==> src/tga_truecolor_to_rgba_stream_assert.svh <==
// Assertion macros shared by the TGA decoder RTL.
`ifndef TGA_TRUECOLOR_TO_RGBA_STREAM_ASSERT_SVH
`define TGA_TRUECOLOR_TO_RGBA_STREAM_ASSERT_SVH

// Condition must hold at every clock edge outside reset.
`define TGA_ASSERT_ALWAYS(label, clk, rst, cond) \
   label: assert property (@(posedge clk) disable iff (rst) (cond)) \
      else $error("tga assertion failed: always");

// Antecedent implies consequent in the same cycle.
`define TGA_ASSERT_IMPL(label, clk, rst, ante, cons) \
   label: assert property (@(posedge clk) disable iff (rst) (ante) |-> (cons)) \
      else $error("tga assertion failed: implication");

// Antecedent implies consequent in the next cycle.
`define TGA_ASSERT_NEXT(label, clk, rst, ante, cons) \
   label: assert property (@(posedge clk) disable iff (rst) (ante) |=> (cons)) \
      else $error("tga assertion failed: next cycle");

`endif

==> src/tga_pkg.sv <==
// Types and constants of the TGA true-color decoder.
package tga_pkg;

   localparam int unsigned HEADER_LAST    = 17;
   localparam logic [7:0]  OPAQUE         = 8'hff;
   localparam logic [7:0]  DEPTH_RGBA     = 8'd32;
   localparam logic [7:0]  DEPTH_RGB      = 8'd24;
   localparam logic [7:0]  MAP_NONE       = 8'd0;
   localparam logic [7:0]  TYPE_TRUECOLOR = 8'd2;
   localparam int unsigned QUEUE_DEPTH    = 4;

   typedef enum logic [1:0] {
      PH_HEADER,
      PH_ID,
      PH_PIXELS,
      PH_IGNORE
   } phase_type;

   typedef enum logic [2:0] {
      K_HEADER      = 3'd0,
      K_PIXEL       = 3'd1,
      K_UNSUPPORTED = 3'd2,
      K_TRUNCATED   = 3'd3,
      K_DONE        = 3'd4
   } kind_type;

   typedef struct packed {
      kind_type    kind;
      logic [7:0]  red;
      logic [7:0]  green;
      logic [7:0]  blue;
      logic [7:0]  alpha;
      logic [15:0] image_width;
      logic [15:0] image_height;
      logic        final_pixel;
   } result_type;

   // Results produced by one input word: count is 0, 1 or 2.
   typedef struct packed {
      logic [1:0] count;
      result_type first;
      result_type second;
   } push_type;

endpackage

==> src/tga_decode_core.sv <==
// Header parser, pixel assembler and state registers of the TGA decoder.
`include "tga_truecolor_to_rgba_stream_assert.svh"
module tga_decode_core (
   input  logic              clock,
   input  logic              reset,
   input  logic              take,
   input  logic [7:0]        file_byte,
   input  logic              end_of_file,
   output tga_pkg::push_type push
);
   import tga_pkg::*;

   phase_type   phase_ff, phase_in;
   logic [4:0]  header_index_ff, header_index_in;
   logic [7:0]  id_remaining_ff, id_remaining_in;
   logic [7:0]  color_map_kind_ff, color_map_kind_in;
   logic [7:0]  image_kind_ff, image_kind_in;
   logic [15:0] width_ff, width_in;
   logic [15:0] height_ff, height_in;
   logic [7:0]  depth_bits_ff, depth_bits_in;
   logic [31:0] pixels_remaining_ff, pixels_remaining_in;
   logic [1:0]  pixel_byte_index_ff, pixel_byte_index_in;
   logic [7:0]  pixel_bytes_ff [3];
   logic        store_pixel;
   logic [31:0] pixel_count;

   function automatic result_type make_result(kind_type k);
      result_type r;
      r = '0;
      r.kind = k;
      return r;
   endfunction

   function automatic push_type append(push_type p, result_type r);
      push_type q;
      q = p;
      if (p.count == 2'd0) begin
         q.first = r;
      end else begin
         q.second = r;
      end
      q.count = p.count + 2'd1;
      return q;
   endfunction

   assign pixel_count = 32'(width_ff) * 32'(height_ff);

   always_comb begin
      result_type r;
      logic       is_rgba;
      logic       supported;
      r                   = '0;
      phase_in            = phase_ff;
      header_index_in     = header_index_ff;
      id_remaining_in     = id_remaining_ff;
      color_map_kind_in   = color_map_kind_ff;
      image_kind_in       = image_kind_ff;
      width_in            = width_ff;
      height_in           = height_ff;
      depth_bits_in       = depth_bits_ff;
      pixels_remaining_in = pixels_remaining_ff;
      pixel_byte_index_in = pixel_byte_index_ff;
      store_pixel         = 1'b0;
      push                = '0;
      is_rgba             = (depth_bits_ff == DEPTH_RGBA);
      supported           = (color_map_kind_ff == MAP_NONE) &&
                            (image_kind_ff == TYPE_TRUECOLOR) &&
                            (is_rgba || depth_bits_ff == DEPTH_RGB);

      unique case (phase_ff)
         PH_HEADER: begin
            case (header_index_ff)
               5'd0:  id_remaining_in   = file_byte;
               5'd1:  color_map_kind_in = file_byte;
               5'd2:  image_kind_in     = file_byte;
               5'd12: width_in[7:0]     = file_byte;
               5'd13: width_in[15:8]    = file_byte;
               5'd14: height_in[7:0]    = file_byte;
               5'd15: height_in[15:8]   = file_byte;
               5'd16: depth_bits_in     = file_byte;
               default: ;
            endcase
            if (header_index_ff >= 5'(HEADER_LAST)) begin
               header_index_in = '0;
               if (!supported) begin
                  push     = append(push, make_result(K_UNSUPPORTED));
                  phase_in = PH_IGNORE;
               end else begin
                  r              = make_result(K_HEADER);
                  r.image_width  = width_ff;
                  r.image_height = height_ff;
                  push           = append(push, r);
                  pixels_remaining_in = pixel_count;
                  pixel_byte_index_in = '0;
                  if (id_remaining_ff != 8'd0) begin
                     phase_in = PH_ID;
                  end else if (pixel_count != 32'd0) begin
                     phase_in = PH_PIXELS;
                  end else begin
                     push     = append(push, make_result(K_DONE));
                     phase_in = PH_IGNORE;
                  end
               end
            end else begin
               header_index_in = header_index_ff + 5'd1;
            end
         end
         PH_ID: begin
            id_remaining_in = id_remaining_ff - 8'd1;
            if (id_remaining_ff == 8'd1) begin
               if (pixels_remaining_ff != 32'd0) begin
                  phase_in = PH_PIXELS;
               end else begin
                  push     = append(push, make_result(K_DONE));
                  phase_in = PH_IGNORE;
               end
            end
         end
         PH_PIXELS: begin
            store_pixel = (pixel_byte_index_ff != 2'd3);
            if (pixel_byte_index_ff >= (is_rgba ? 2'd3 : 2'd2)) begin
               // red arrives last in a 24-bit pixel, before alpha in a 32-bit one
               r             = make_result(K_PIXEL);
               r.red         = (pixel_byte_index_ff == 2'd2) ? file_byte : pixel_bytes_ff[2];
               r.green       = pixel_bytes_ff[1];
               r.blue        = pixel_bytes_ff[0];
               r.alpha       = is_rgba ? file_byte : OPAQUE;
               r.final_pixel = (pixels_remaining_ff == 32'd1);
               push          = append(push, r);
               pixel_byte_index_in = '0;
               pixels_remaining_in = pixels_remaining_ff - 32'd1;
               if (pixels_remaining_ff == 32'd1) begin
                  push     = append(push, make_result(K_DONE));
                  phase_in = PH_IGNORE;
               end
            end else begin
               pixel_byte_index_in = pixel_byte_index_ff + 2'd1;
            end
         end
         PH_IGNORE: ;
         default: ;
      endcase

      if (end_of_file) begin
         if (phase_in != PH_IGNORE) begin
            push = append(push, make_result(K_TRUNCATED));
         end
         phase_in            = PH_HEADER;
         header_index_in     = '0;
         pixel_byte_index_in = '0;
      end

      if (!take) begin
         push.count = 2'd0;
      end
   end

   always_ff @(posedge clock) begin
      if (reset) begin
         phase_ff            <= PH_HEADER;
         header_index_ff     <= '0;
         id_remaining_ff     <= '0;
         color_map_kind_ff   <= '0;
         image_kind_ff       <= '0;
         width_ff            <= '0;
         height_ff           <= '0;
         depth_bits_ff       <= '0;
         pixels_remaining_ff <= '0;
         pixel_byte_index_ff <= '0;
      end else if (take) begin
         phase_ff            <= phase_in;
         header_index_ff     <= header_index_in;
         id_remaining_ff     <= id_remaining_in;
         color_map_kind_ff   <= color_map_kind_in;
         image_kind_ff       <= image_kind_in;
         width_ff            <= width_in;
         height_ff           <= height_in;
         depth_bits_ff       <= depth_bits_in;
         pixels_remaining_ff <= pixels_remaining_in;
         pixel_byte_index_ff <= pixel_byte_index_in;
      end
   end

   always_ff @(posedge clock) begin
      if (take && store_pixel) begin
         pixel_bytes_ff[pixel_byte_index_ff] <= file_byte;
      end
   end

   `TGA_ASSERT_IMPL(a_pixels_left, clock, reset, phase_ff == PH_PIXELS, pixels_remaining_ff != 32'd0)
   `TGA_ASSERT_IMPL(a_pixel_depth, clock, reset, phase_ff == PH_PIXELS, depth_bits_ff == DEPTH_RGB || depth_bits_ff == DEPTH_RGBA)
   `TGA_ASSERT_ALWAYS(a_header_range, clock, reset, header_index_ff <= 5'(HEADER_LAST))
   `TGA_ASSERT_NEXT(a_eof_restart, clock, reset, take && end_of_file, phase_ff == PH_HEADER && header_index_ff == 5'd0)

endmodule

==> src/tga_result_fifo.sv <==
// Four-entry result queue: takes up to two words per cycle, gives one per cycle while out_ready is high.
`include "tga_truecolor_to_rgba_stream_assert.svh"
module tga_result_fifo (
   input  logic                clock,
   input  logic                reset,
   input  tga_pkg::push_type   push,
   output logic                has_room,
   output logic                out_valid,
   input  logic                out_ready,
   output tga_pkg::result_type out_data
);
   import tga_pkg::*;

   localparam int unsigned PtrBits = $clog2(QUEUE_DEPTH);

   result_type            entry_ff [QUEUE_DEPTH];
   logic [PtrBits-1:0]    wr_ptr_ff, wr_ptr_in;
   logic [PtrBits-1:0]    rd_ptr_ff, rd_ptr_in;
   logic [PtrBits:0]      count_ff, count_in;
   logic                  pop;

   // Room for the worst case of two results from the next word.
   assign has_room  = (count_ff <= (PtrBits + 1)'(QUEUE_DEPTH - 2));
   assign out_valid = (count_ff != '0);
   assign out_data  = entry_ff[rd_ptr_ff];
   assign pop       = out_valid && out_ready;

   always_comb begin
      wr_ptr_in = wr_ptr_ff + PtrBits'(push.count);
      rd_ptr_in = rd_ptr_ff + PtrBits'(pop);
      count_in  = count_ff + (PtrBits + 1)'(push.count) - (PtrBits + 1)'(pop);
   end

   always_ff @(posedge clock) begin
      if (reset) begin
         wr_ptr_ff <= '0;
         rd_ptr_ff <= '0;
         count_ff  <= '0;
      end else begin
         wr_ptr_ff <= wr_ptr_in;
         rd_ptr_ff <= rd_ptr_in;
         count_ff  <= count_in;
      end
   end

   always_ff @(posedge clock) begin
      if (push.count != 2'd0) begin
         entry_ff[wr_ptr_ff] <= push.first;
      end
      if (push.count == 2'd2) begin
         entry_ff[wr_ptr_ff + PtrBits'(1)] <= push.second;
      end
   end

   `TGA_ASSERT_ALWAYS(a_count_bound, clock, reset, count_ff <= (PtrBits + 1)'(QUEUE_DEPTH))
   `TGA_ASSERT_IMPL(a_push_room, clock, reset, push.count != 2'd0, has_room)

endmodule

==> src/tga_truecolor_to_rgba_stream.sv <==
// Top level of the streaming TGA true-color to RGBA decoder.
// Accepts one file byte per cycle while req_ready is high and answers with header,
// pixel and status words. A byte that yields one result or none keeps the full rate
// of one byte per cycle while rsp_ready is high. Bytes that yield two results (the
// last pixel or a header followed by done, or a header or an earlier pixel followed
// by truncated at end of file) leave an extra word that the four-entry result queue
// absorbs; req_ready is high whenever that queue holds two words or fewer. Results
// pass through that queue to rsp_. Only uncompressed true-color images without a
// color map at 24 or 32 bits per pixel are decoded; alpha is 0xff for 24-bit data.
module tga_truecolor_to_rgba_stream (
   input  logic        clock,
   input  logic        reset,
   input  logic        req_valid,
   output logic        req_ready,
   input  logic [7:0]  req_file_byte,
   input  logic        req_end_of_file,
   output logic        rsp_valid,
   input  logic        rsp_ready,
   output logic [2:0]  rsp_kind,
   output logic [7:0]  rsp_red,
   output logic [7:0]  rsp_green,
   output logic [7:0]  rsp_blue,
   output logic [7:0]  rsp_alpha,
   output logic [15:0] rsp_image_width,
   output logic [15:0] rsp_image_height,
   output logic        rsp_final_pixel
);
   import tga_pkg::*;

   push_type   push;
   result_type head;
   logic       take;

   assign take = req_valid && req_ready;

   tga_decode_core u_core (
      .clock       (clock),
      .reset       (reset),
      .take        (take),
      .file_byte   (req_file_byte),
      .end_of_file (req_end_of_file),
      .push        (push)
   );

   tga_result_fifo u_fifo (
      .clock     (clock),
      .reset     (reset),
      .push      (push),
      .has_room  (req_ready),
      .out_valid (rsp_valid),
      .out_ready (rsp_ready),
      .out_data  (head)
   );

   assign rsp_kind         = head.kind;
   assign rsp_red          = head.red;
   assign rsp_green        = head.green;
   assign rsp_blue         = head.blue;
   assign rsp_alpha        = head.alpha;
   assign rsp_image_width  = head.image_width;
   assign rsp_image_height = head.image_height;
   assign rsp_final_pixel  = head.final_pixel;

endmodule

==> config.mk <==
export PLATFORM = sky130hd
export DESIGN_NAME = tga_truecolor_to_rgba_stream
export DESIGN_NICKNAME = d
export VERILOG_FILES = /design/src/tga_pkg.sv /design/src/tga_decode_core.sv /design/src/tga_result_fifo.sv /design/src/tga_truecolor_to_rgba_stream.sv
export VERILOG_INCLUDE_DIRS = /design/src /design/src/src
export SDC_FILE = /design/constraint.sdc
export NUM_CORES = 1
export LEC_CHECK = 0
export BUFFER_PORTS_ARGS = -buffer_cell sky130_fd_sc_hd__buf_4
export CAP_MARGIN = 10
export CORE_ASPECT_RATIO = 0.75
export CORE_MARGIN = 3
export CORE_UTILIZATION = 55
export CTS_BUF_LIST = sky130_fd_sc_hd__clkbuf_16
export DETAILED_ROUTE_END_ITERATION = 6
export GPL_TIMING_DRIVEN = 0
export PLACE_DENSITY_LB_ADDON = 0.2
export SETUP_SLACK_MARGIN = 0.15
export SYNTH_ARGS = -nofsm -noshare
export SYNTH_HDL_FRONTEND = slang
export SYNTH_HIERARCHICAL = 1
export SYNTH_SLANG_ARGS = --single-unit
==> constraint.sdc <==
create_clock -name clock -period 14.5 [get_ports clock]
set_input_delay 1.45 -clock clock [delete_from_list [all_inputs] [get_ports clock]]
set_output_delay 1.45 -clock clock [all_outputs]
set_load 0.005 [all_outputs]
# After elaboration in Yosys (flattened, before gate mapping)
# Memories as Yosys holds them, arrays and structs flattened. A register that Yosys moved wholly into a read port is not among the register bits.
# Index checks and enable logic that the tools add are counted.
[classes]
mux = 49
n_mul = 1
order_cmp = 3
n_addsub = 10
n_reduce_logical = 30
n_eq_ne = 24
[ops]
columns = ["operator", "n"]
rows = [
  ["138-bit 2-to-1 mux", 9],
  ["138-bit one-hot mux with 3 select lines", 1],
  ["137-bit 2-to-1 mux", 1],
  ["68-bit 2-to-1 mux", 2],
  ["32-bit 2-to-1 mux", 3],
  ["32-bit one-hot mux with 2 select lines", 1],
  ["32-bit nonzero test", 2],
  ["32-bit by 1-bit equality test with 1-bit output (second input constant)", 1],
  ["16-bit by 16-bit multiplier with 32-bit output", 1],
  ["32-bit by 1-bit subtractor with 32-bit output (second input constant)", 1],
  ["2-bit 2-to-1 mux", 13],
  ["8-bit 2-to-1 mux", 3],
  ["3-bit AND reduction", 8],
  ["5-bit by 4-bit equality test with 1-bit output (second input constant)", 4],
  ["8-bit one-hot mux with 2 select lines", 1],
  ["5-bit 2-to-1 mux", 3],
  ["1-bit 2-to-1 mux", 10],
  ["8-bit by 1-bit equality test with 1-bit output (second input constant)", 1],
  ["8-bit by 2-bit equality test with 1-bit output (second input constant)", 1],
  ["8-bit by 5-bit equality test with 1-bit output (second input constant)", 1],
  ["8-bit by 6-bit equality test with 1-bit output (second input constant)", 1],
  ["8-bit zero test", 1],
  ["2-bit nonzero test", 4],
  ["8-bit nonzero test", 1],
  ["other kinds (28)", 43],
]
[totals]
word_cells = 134
n_memories = 2
regBits = 112
mem_bits_rw = 296
[memory_table]
columns = ["memory", "words", "word_bits", "read_ports", "rd_clocked_by_memory_dff", "write_ports", "line", "source"]
rows = [
  ["u_fifo.entry_ff", 4, 68, 1, 1, 2, "tga_result_fifo.sv:16", "result_type entry_ff [QUEUE_DEPTH];"],
  ["u_core.pixel_bytes_ff", 3, 8, 3, 0, 1, "tga_decode_core.sv:23", "logic [7:0] pixel_bytes_ff [3];"],
]

# Depth between registers and ports, before layout
[logic_depth]
ltp_word = 15
depth_mapped = 36
depth_no_buf = 32

# Cells and area by module
# The synthesis kept the hierarchy.
[by_module_without_submodules]
columns = ["mod", "cells_each", "area_each_um2", "seq_area_each_um2", "n_inst"]
rows = [
  ["tga_decode_core", 1952, 15987.8, 2822.7, 1],
  ["tga_result_fifo", 706, 13636.8, 8308.0, 1],
  ["tga_truecolor_to_rgba_stream", 1, 6.3, 0.0, 1],
]

# Worst setup path before layout
# No wires, ideal clock.
[synth_timing]
path_type = "reg2reg"
startpoint = "register u_core.height_ff[7]"
endpoint = "memory u_fifo/entry_ff[0][0] (netlist name), enable pin"
stages_incl_launch_ff = 31
arrival_time_ns = 12.448
path_slack_ns = 1.457
period_less_slack_ns = 13.043
path_cell_list = "dfxtp_1 > clkbuf_1 > clkbuf_1 > nand2_1 > fa_1 > inv_1 > fa_1 > inv_1 > fa_1 > inv_1 > fa_1 > fa_1 > inv_1 > fa_1 > inv_1 > ha_1 > buf_2 > a21o_1 > a31o_1 > o31ai_1 > nand4_1 > a221oi_2 > xnor2_1 > or4b_1 > or4_1 > o21a_1 > buf_6 > xnor2_1 > and2_1 > nor2_1 > o31ai_1"
[synth_rtl]
columns = ["element", "line", "source"]
rows = [
  ["from (decl)", "tga_decode_core.sv:19", "logic [15:0] height_ff, height_in;"],
  ["from (signal assigned)", "tga_decode_core.sv:177", "height_ff <= height_in;"],
  ["to (decl)", "tga_result_fifo.sv:16", ""],
]

==> impl_results.html <==
<table>
<tr><th>Metric</th><th>Value</th></tr>
<tr><th colspan="2">Status</th></tr>
<tr><td>Status</td><td>complete, no violations</td></tr>
<tr><th colspan="2">Power</th></tr>
<tr><td>Power dissipated by switching net loads</td><td>0.0006869 W</td></tr>
<tr><td>Max VDD drop</td><td>0.08488 mV</td></tr>
<tr><td>Total power per unit cell area</td><td>83.84 nW/um^2</td></tr>
<tr><td>Combinational cell fraction of total power</td><td>17.4%</td></tr>
<tr><td>Sequential cell fraction of total power</td><td>47.3%</td></tr>
<tr><td>Static Leakage</td><td>13.60 nW</td></tr>
<tr><td>Internal portion of total power</td><td>0.002071 W</td></tr>
<tr><td>Clock share of power</td><td>35.3%</td></tr>
<tr><td>Switching power as a share of total power</td><td>24.91%</td></tr>
<tr><th colspan="2">Global route</th></tr>
<tr><td>Vias in the first global route</td><td>21111</td></tr>
<tr><td>Overflow left after global routing</td><td>0</td></tr>
<tr><td>Total routing resource utilization after global routing</td><td>27.89%</td></tr>
<tr><td>Number of antenna violations at the first check in global routing</td><td>2</td></tr>
<tr><td>Pin count of the biggest net entering global routing</td><td>28</td></tr>
<tr><td>Wire length of the first global-routing pass</td><td>122500 um</td></tr>
<tr><th colspan="2">Timing</th></tr>
<tr><td>Post-route clock skew</td><td>0.02131 ns</td></tr>
<tr><td>Tmin final</td><td>11.09 ns</td></tr>
<tr><td>TNS Setup</td><td>0 ns</td></tr>
<tr><td>Worst hold margin</td><td>0.4752 ns</td></tr>
<tr><td>Final period utilization</td><td>76.50%</td></tr>
<tr><td>Worst max-slew margin expressed relative to the limit</td><td>19.74%</td></tr>
<tr><td>Final Max Tran Viols</td><td>0</td></tr>
<tr><td>Slew at the pin with the worst max-slew slack</td><td>1.195 ns</td></tr>
<tr><td>Final hold violations</td><td>0</td></tr>
<tr><td>Max Fclk</td><td>0.09015 GHz</td></tr>
<tr><td>Setup violations, final</td><td>0</td></tr>
<tr><td>Unrepaired setup endpoints after global routing</td><td>false</td></tr>
<tr><th colspan="2">Critical path</th></tr>
<tr><td>Worst reg-to-reg path cell count</td><td>36</td></tr>
<tr><td>CP arrival</td><td>11.37 ns</td></tr>
<tr><td>Register-to-Register Setup Slack</td><td>3.41 ns</td></tr>
<tr><td>Required arrival time at the worst endpoint</td><td>14.78 ns</td></tr>
<tr><td>Worst stage delay on the critical path</td><td>0.64 ns</td></tr>
<tr><td>RR Startpoint</td><td>u_core/height_ff[8]$_SDFFE_PP0P_</td></tr>
<tr><td>Launch point of the critical path</td><td>u_core/height_ff[8]$_SDFFE_PP0P_</td></tr>
<tr><td>Number of buffers and inverters on the critical path</td><td>14</td></tr>
<tr><td>Master of the slowest instance on the critical path</td><td>or4_1</td></tr>
<tr><td>Highest net fanout along the worst path</td><td>17</td></tr>
<tr><td>Endpoint type of the worst setup path</td><td>flip-flop</td></tr>
<tr><td>Most used cell, CP</td><td>fa_1</td></tr>
<tr><td>Reg2Reg Capture Point</td><td>u_fifo/entry_ff[0][22]$_DFFE_PP_</td></tr>
<tr><td>Crit. path cell count</td><td>36</td></tr>
<tr><td>Top delay family on crit path</td><td>adder cells</td></tr>
<tr><td>Critical setup path kind</td><td>reg2reg</td></tr>
<tr><td>CP startpoint kind</td><td>flip-flop</td></tr>
<tr><th colspan="2">Routing</th></tr>
<tr><td>Count of unresolved DRC violations after routing</td><td>0</td></tr>
<tr><td>Antenna-violating nets left</td><td>0</td></tr>
<tr><td>Via/cell ratio</td><td>5.793</td></tr>
<tr><td>Total Wirelength</td><td>78680 um</td></tr>
<tr><td>Number of design-rule violations left by the first detailed-router iteration</td><td>1904</td></tr>
<tr><td>Routed wire per std cell</td><td>21.86 um</td></tr>
<tr><td>First drt pass iteration count</td><td>7</td></tr>
<tr><td>Total number of vias</td><td>20848</td></tr>
<tr><th colspan="2">Worst hold path</th></tr>
<tr><td>Hold crit path type</td><td>reg2reg</td></tr>
<tr><td>Hold Path Depth</td><td>2</td></tr>
<tr><td>Hold path start</td><td>u_core/pixels_remaining_ff[25]$_SDFFE_PP0P_</td></tr>
<tr><td>Hold endpoint</td><td>u_core/pixels_remaining_ff[25]$_SDFFE_PP0P_</td></tr>
<tr><th colspan="2">Logic synthesis</th></tr>
<tr><td>Most frequent cell after synthesis</td><td>edfxtp_1</td></tr>
<tr><td>Distinct cell type count after synthesis</td><td>77</td></tr>
<tr><td>Prevailing post-synth register cell</td><td>edfxtp_1</td></tr>
<tr><td>Post-synth top area share</td><td>30.00%</td></tr>
<tr><td>Leading post-synthesis cells by cell area</td><td>edfxtp_1 30%, fa_1 13%, mux2_2 8.6%, dfxtp_1 7.6%, mux4_2 5.2%</td></tr>
<tr><td>Top cells by instance count after synthesis</td><td>296 x edfxtp_1, 284 x nand2_1, 251 x inv_1</td></tr>
<tr><td>Async S/R FF share, synth</td><td>0%</td></tr>
<tr><td>Warnings from Yosys</td><td>6</td></tr>
<tr><td>Register bit count reported by yosys</td><td>408</td></tr>
<tr><td>Mapped Cells</td><td>2659</td></tr>
<tr><td>Cell area after technology mapping</td><td>29630 um^2</td></tr>
<tr><td>Synth area leader</td><td>edfxtp_1</td></tr>
<tr><td>Count of flip-flops with a built-in enable after synthesis</td><td>296</td></tr>
<tr><td>Avg Synthesized Cell Area</td><td>11.14 um^2</td></tr>
<tr><td>Share of the yosys chip area belonging to registers</td><td>37.56%</td></tr>
<tr><th colspan="2">Clock tree</th></tr>
<tr><td>Hold-fix buffer count after cts</td><td>0</td></tr>
<tr><td>Number of sinks handled by clock tree synthesis</td><td>408</td></tr>
<tr><td>Post-CTS Setup Inserts</td><td>0</td></tr>
<tr><td>Number of buffers on the longest clock path</td><td>3</td></tr>
<tr><td>H-tree levels</td><td>2</td></tr>
<tr><td>Cells resized by post-CTS repair</td><td>0</td></tr>
<tr><td>CTS tree</td><td>yes</td></tr>
<tr><td>Number of clock buffers inserted by TritonCTS</td><td>40</td></tr>
<tr><td>Clk pin slew, worst setup/hold paths</td><td>0.06 ns</td></tr>
<tr><td>Clock tree root buffer cell</td><td>clkbuf_16</td></tr>
<tr><td>Clock latency of the later-clocked register in the worst-skew pair</td><td>0.54 ns</td></tr>
<tr><th colspan="2">Die</th></tr>
<tr><td>IO Count</td><td>83</td></tr>
<tr><td>Overall die height</td><td>207.0 um</td></tr>
<tr><td>Starting density of the core</td><td>55.74%</td></tr>
<tr><td>Core area</td><td>53160 um^2</td></tr>
<tr><td>Horizontal extent of the die</td><td>274.0 um</td></tr>
<tr><td>Die outline area</td><td>56720 um^2</td></tr>
<tr><td>Site row count</td><td>73</td></tr>
<tr><th colspan="2">Layout</th></tr>
<tr><td>Area of the multi-input gates</td><td>16590 um^2</td></tr>
<tr><td>Final non-filler cell area</td><td>32890 um^2</td></tr>
<tr><td>Fraction of final layout cells with drive strength greater than 1</td><td>20.96%</td></tr>
<tr><td>Area Overhead vs Synth</td><td>11.00%</td></tr>
<tr><td>Share of the core filled with cells in the final layout</td><td>61.87%</td></tr>
<tr><td>FF/Latch Area</td><td>11130 um^2</td></tr>
<tr><td>Count of antenna diodes in the layout</td><td>0</td></tr>
<tr><td>Final #Nets</td><td>3188</td></tr>
<tr><td>Fill cell instance count of the final layout</td><td>4265</td></tr>
<tr><th colspan="2">Placed design</th></tr>
<tr><td>Half-perimeter wire length of the detailed placement result</td><td>57800 um</td></tr>
<tr><td>Final weighted congestion of routability-driven global placement</td><td>0.9603</td></tr>
<tr><td>Area after DPL</td><td>31690 um^2</td></tr>
<tr><td># port buffers</td><td>81</td></tr>
<tr><th colspan="2">Job</th></tr>
<tr><td># Max-Cap Violations</td><td>0</td></tr>
</table>
## layout by cell type (no fill, tap or decap), types with 10 or more instances in the layout
cell type,n
nor2_1,122
nor2b_1,10
fa_1,195
buf_4,149
buf_2,36
nand3_1,30
buf_6,10
and3_1,53
clkbuf_1,115
clkbuf_16,41
nand2b_1,11
nor3_1,35
mux2i_1,37
xnor2_1,22
ha_1,122
xor2_1,12
nand2_1,284
nand4_1,15
or3_1,13
a22oi_1,14
conb_1,65
edfxtp_1,296
o21ai_0,75
a211oi_1,22
dfxtp_1,112
inv_1,263
a21oi_1,109
and2_1,127
mux2_1,20
mux2_2,225
mux4_2,68
mux2_4,29
## worst register-to-register path: cells and delay by family, from the launching register on
kind | cells | cell delay (ns)
buf+inv | 14 | 3.02
fa+ha+maj | 8 | 3.64
compound gates | 6 | 1.30
flops | 1 | 0.30
simple gates | 7 | 2.03
xor+xnor | 1 | 0.52
## area by class of cell
type                            count  share of cell area (%)
Buffer                            231                   3.781
Clock buffer                       41                   3.119
Clock inverter                     30                  0.5288
Inverter                          251                   2.865
Multi-Input combinational cell   1833                   50.45
Sequential cell                   408                   33.84
Tap cell                          712                   2.709
Timing Repair Buffer               93                   2.701
## sequential cells by signal, indices dropped and copies added (netlist names)
signal	flops
u_fifo/entry_ff	272
u_core/width_ff	16
u_core/pixel_bytes_ff	24
u_fifo/count_ff	3
u_core/depth_bits_ff	8
u_fifo/wr_ptr_ff	2
u_core/phase_ff	2
u_core/header_index_ff	5
u_core/height_ff	16
u_fifo/rd_ptr_ff	2
u_core/id_remaining_ff	8
u_core/pixels_remaining_ff	32
u_core/pixel_byte_index_ff	2
u_core/image_kind_ff	8
u_core/color_map_kind_ff	8
## how the worst max path moves through the flow
stage | to | slack [ns]
2_1_floorplan | u_fifo/entry_ff[0][0]$_DFFE_PP_ | 1.46
3_3_place_gp | u_fifo/entry_ff[0][22]$_DFFE_PP_ | -4.28
3_5_place_dp | u_fifo/entry_ff[0][22]$_DFFE_PP_ | 3.68
4_1_cts | u_fifo/entry_ff[0][22]$_DFFE_PP_ | 3.62
5_1_grt | u_fifo/entry_ff[0][18]$_DFFE_PP_ | 3.00
6_report | u_fifo/entry_ff[0][22]$_DFFE_PP_ | 3.41
## through the flow
| step | total power (W) | cells | setup WS (ns) |
|---|---|---|---|
| 2_1_floorplan | 0.001606 | 2723 | 1.457 |
| 3_5_place_dp | 0.001811 | 3528 | 3.678 |
| 3_3_place_gp | 0.001797 | 3516 | -4.284 |
| 5_1_grt | 0.002862 | 3599 | 3.000 |
| 6_report | 0.002758 | 3599 | 3.408 |
| 4_1_cts | 0.002777 | 3599 | 3.621 |
## cell families (layout without fill, tap and decap cells)
group	count (synthesis)	in the layout	share of synthesized area, %
xor gates and xnor gates	36	36	1.161
DFF	408	408	37.56
other	1	65	0.01266
buffers and inverters	482	646	7.377
adders and majority gates	317	317	18.33
muxes	379	379	17.20
AOI/OAI and AO/OA	295	295	6.165
and+or+nand+nor	741	741	12.19
## metal layers
layer	wire [um]	share of wire [%]	up-vias	GRT usage, %
li1	-	-	9494	-
met1	35150	45	10425	41.61
met2	34780	44	801	41.76
met3	6821	8.7	124	5.837
met4	1895	2.4	4	7.044
met5	28	0.036	-	0
## power by group through the flow
stage	Combinational, W	Sequential (W)	Clock [W]
finish	0.000481	0.00130	0.000973
global route	0.000518	0.00131	0.00104
CTS	0.000484	0.00130	0.000990
detailed placement	0.000482	0.00133	0
global placement	0.000461	0.00134	0
floorplan	0.000277	0.00133	0
Note: power is estimated with default switching activity, not from simulation.
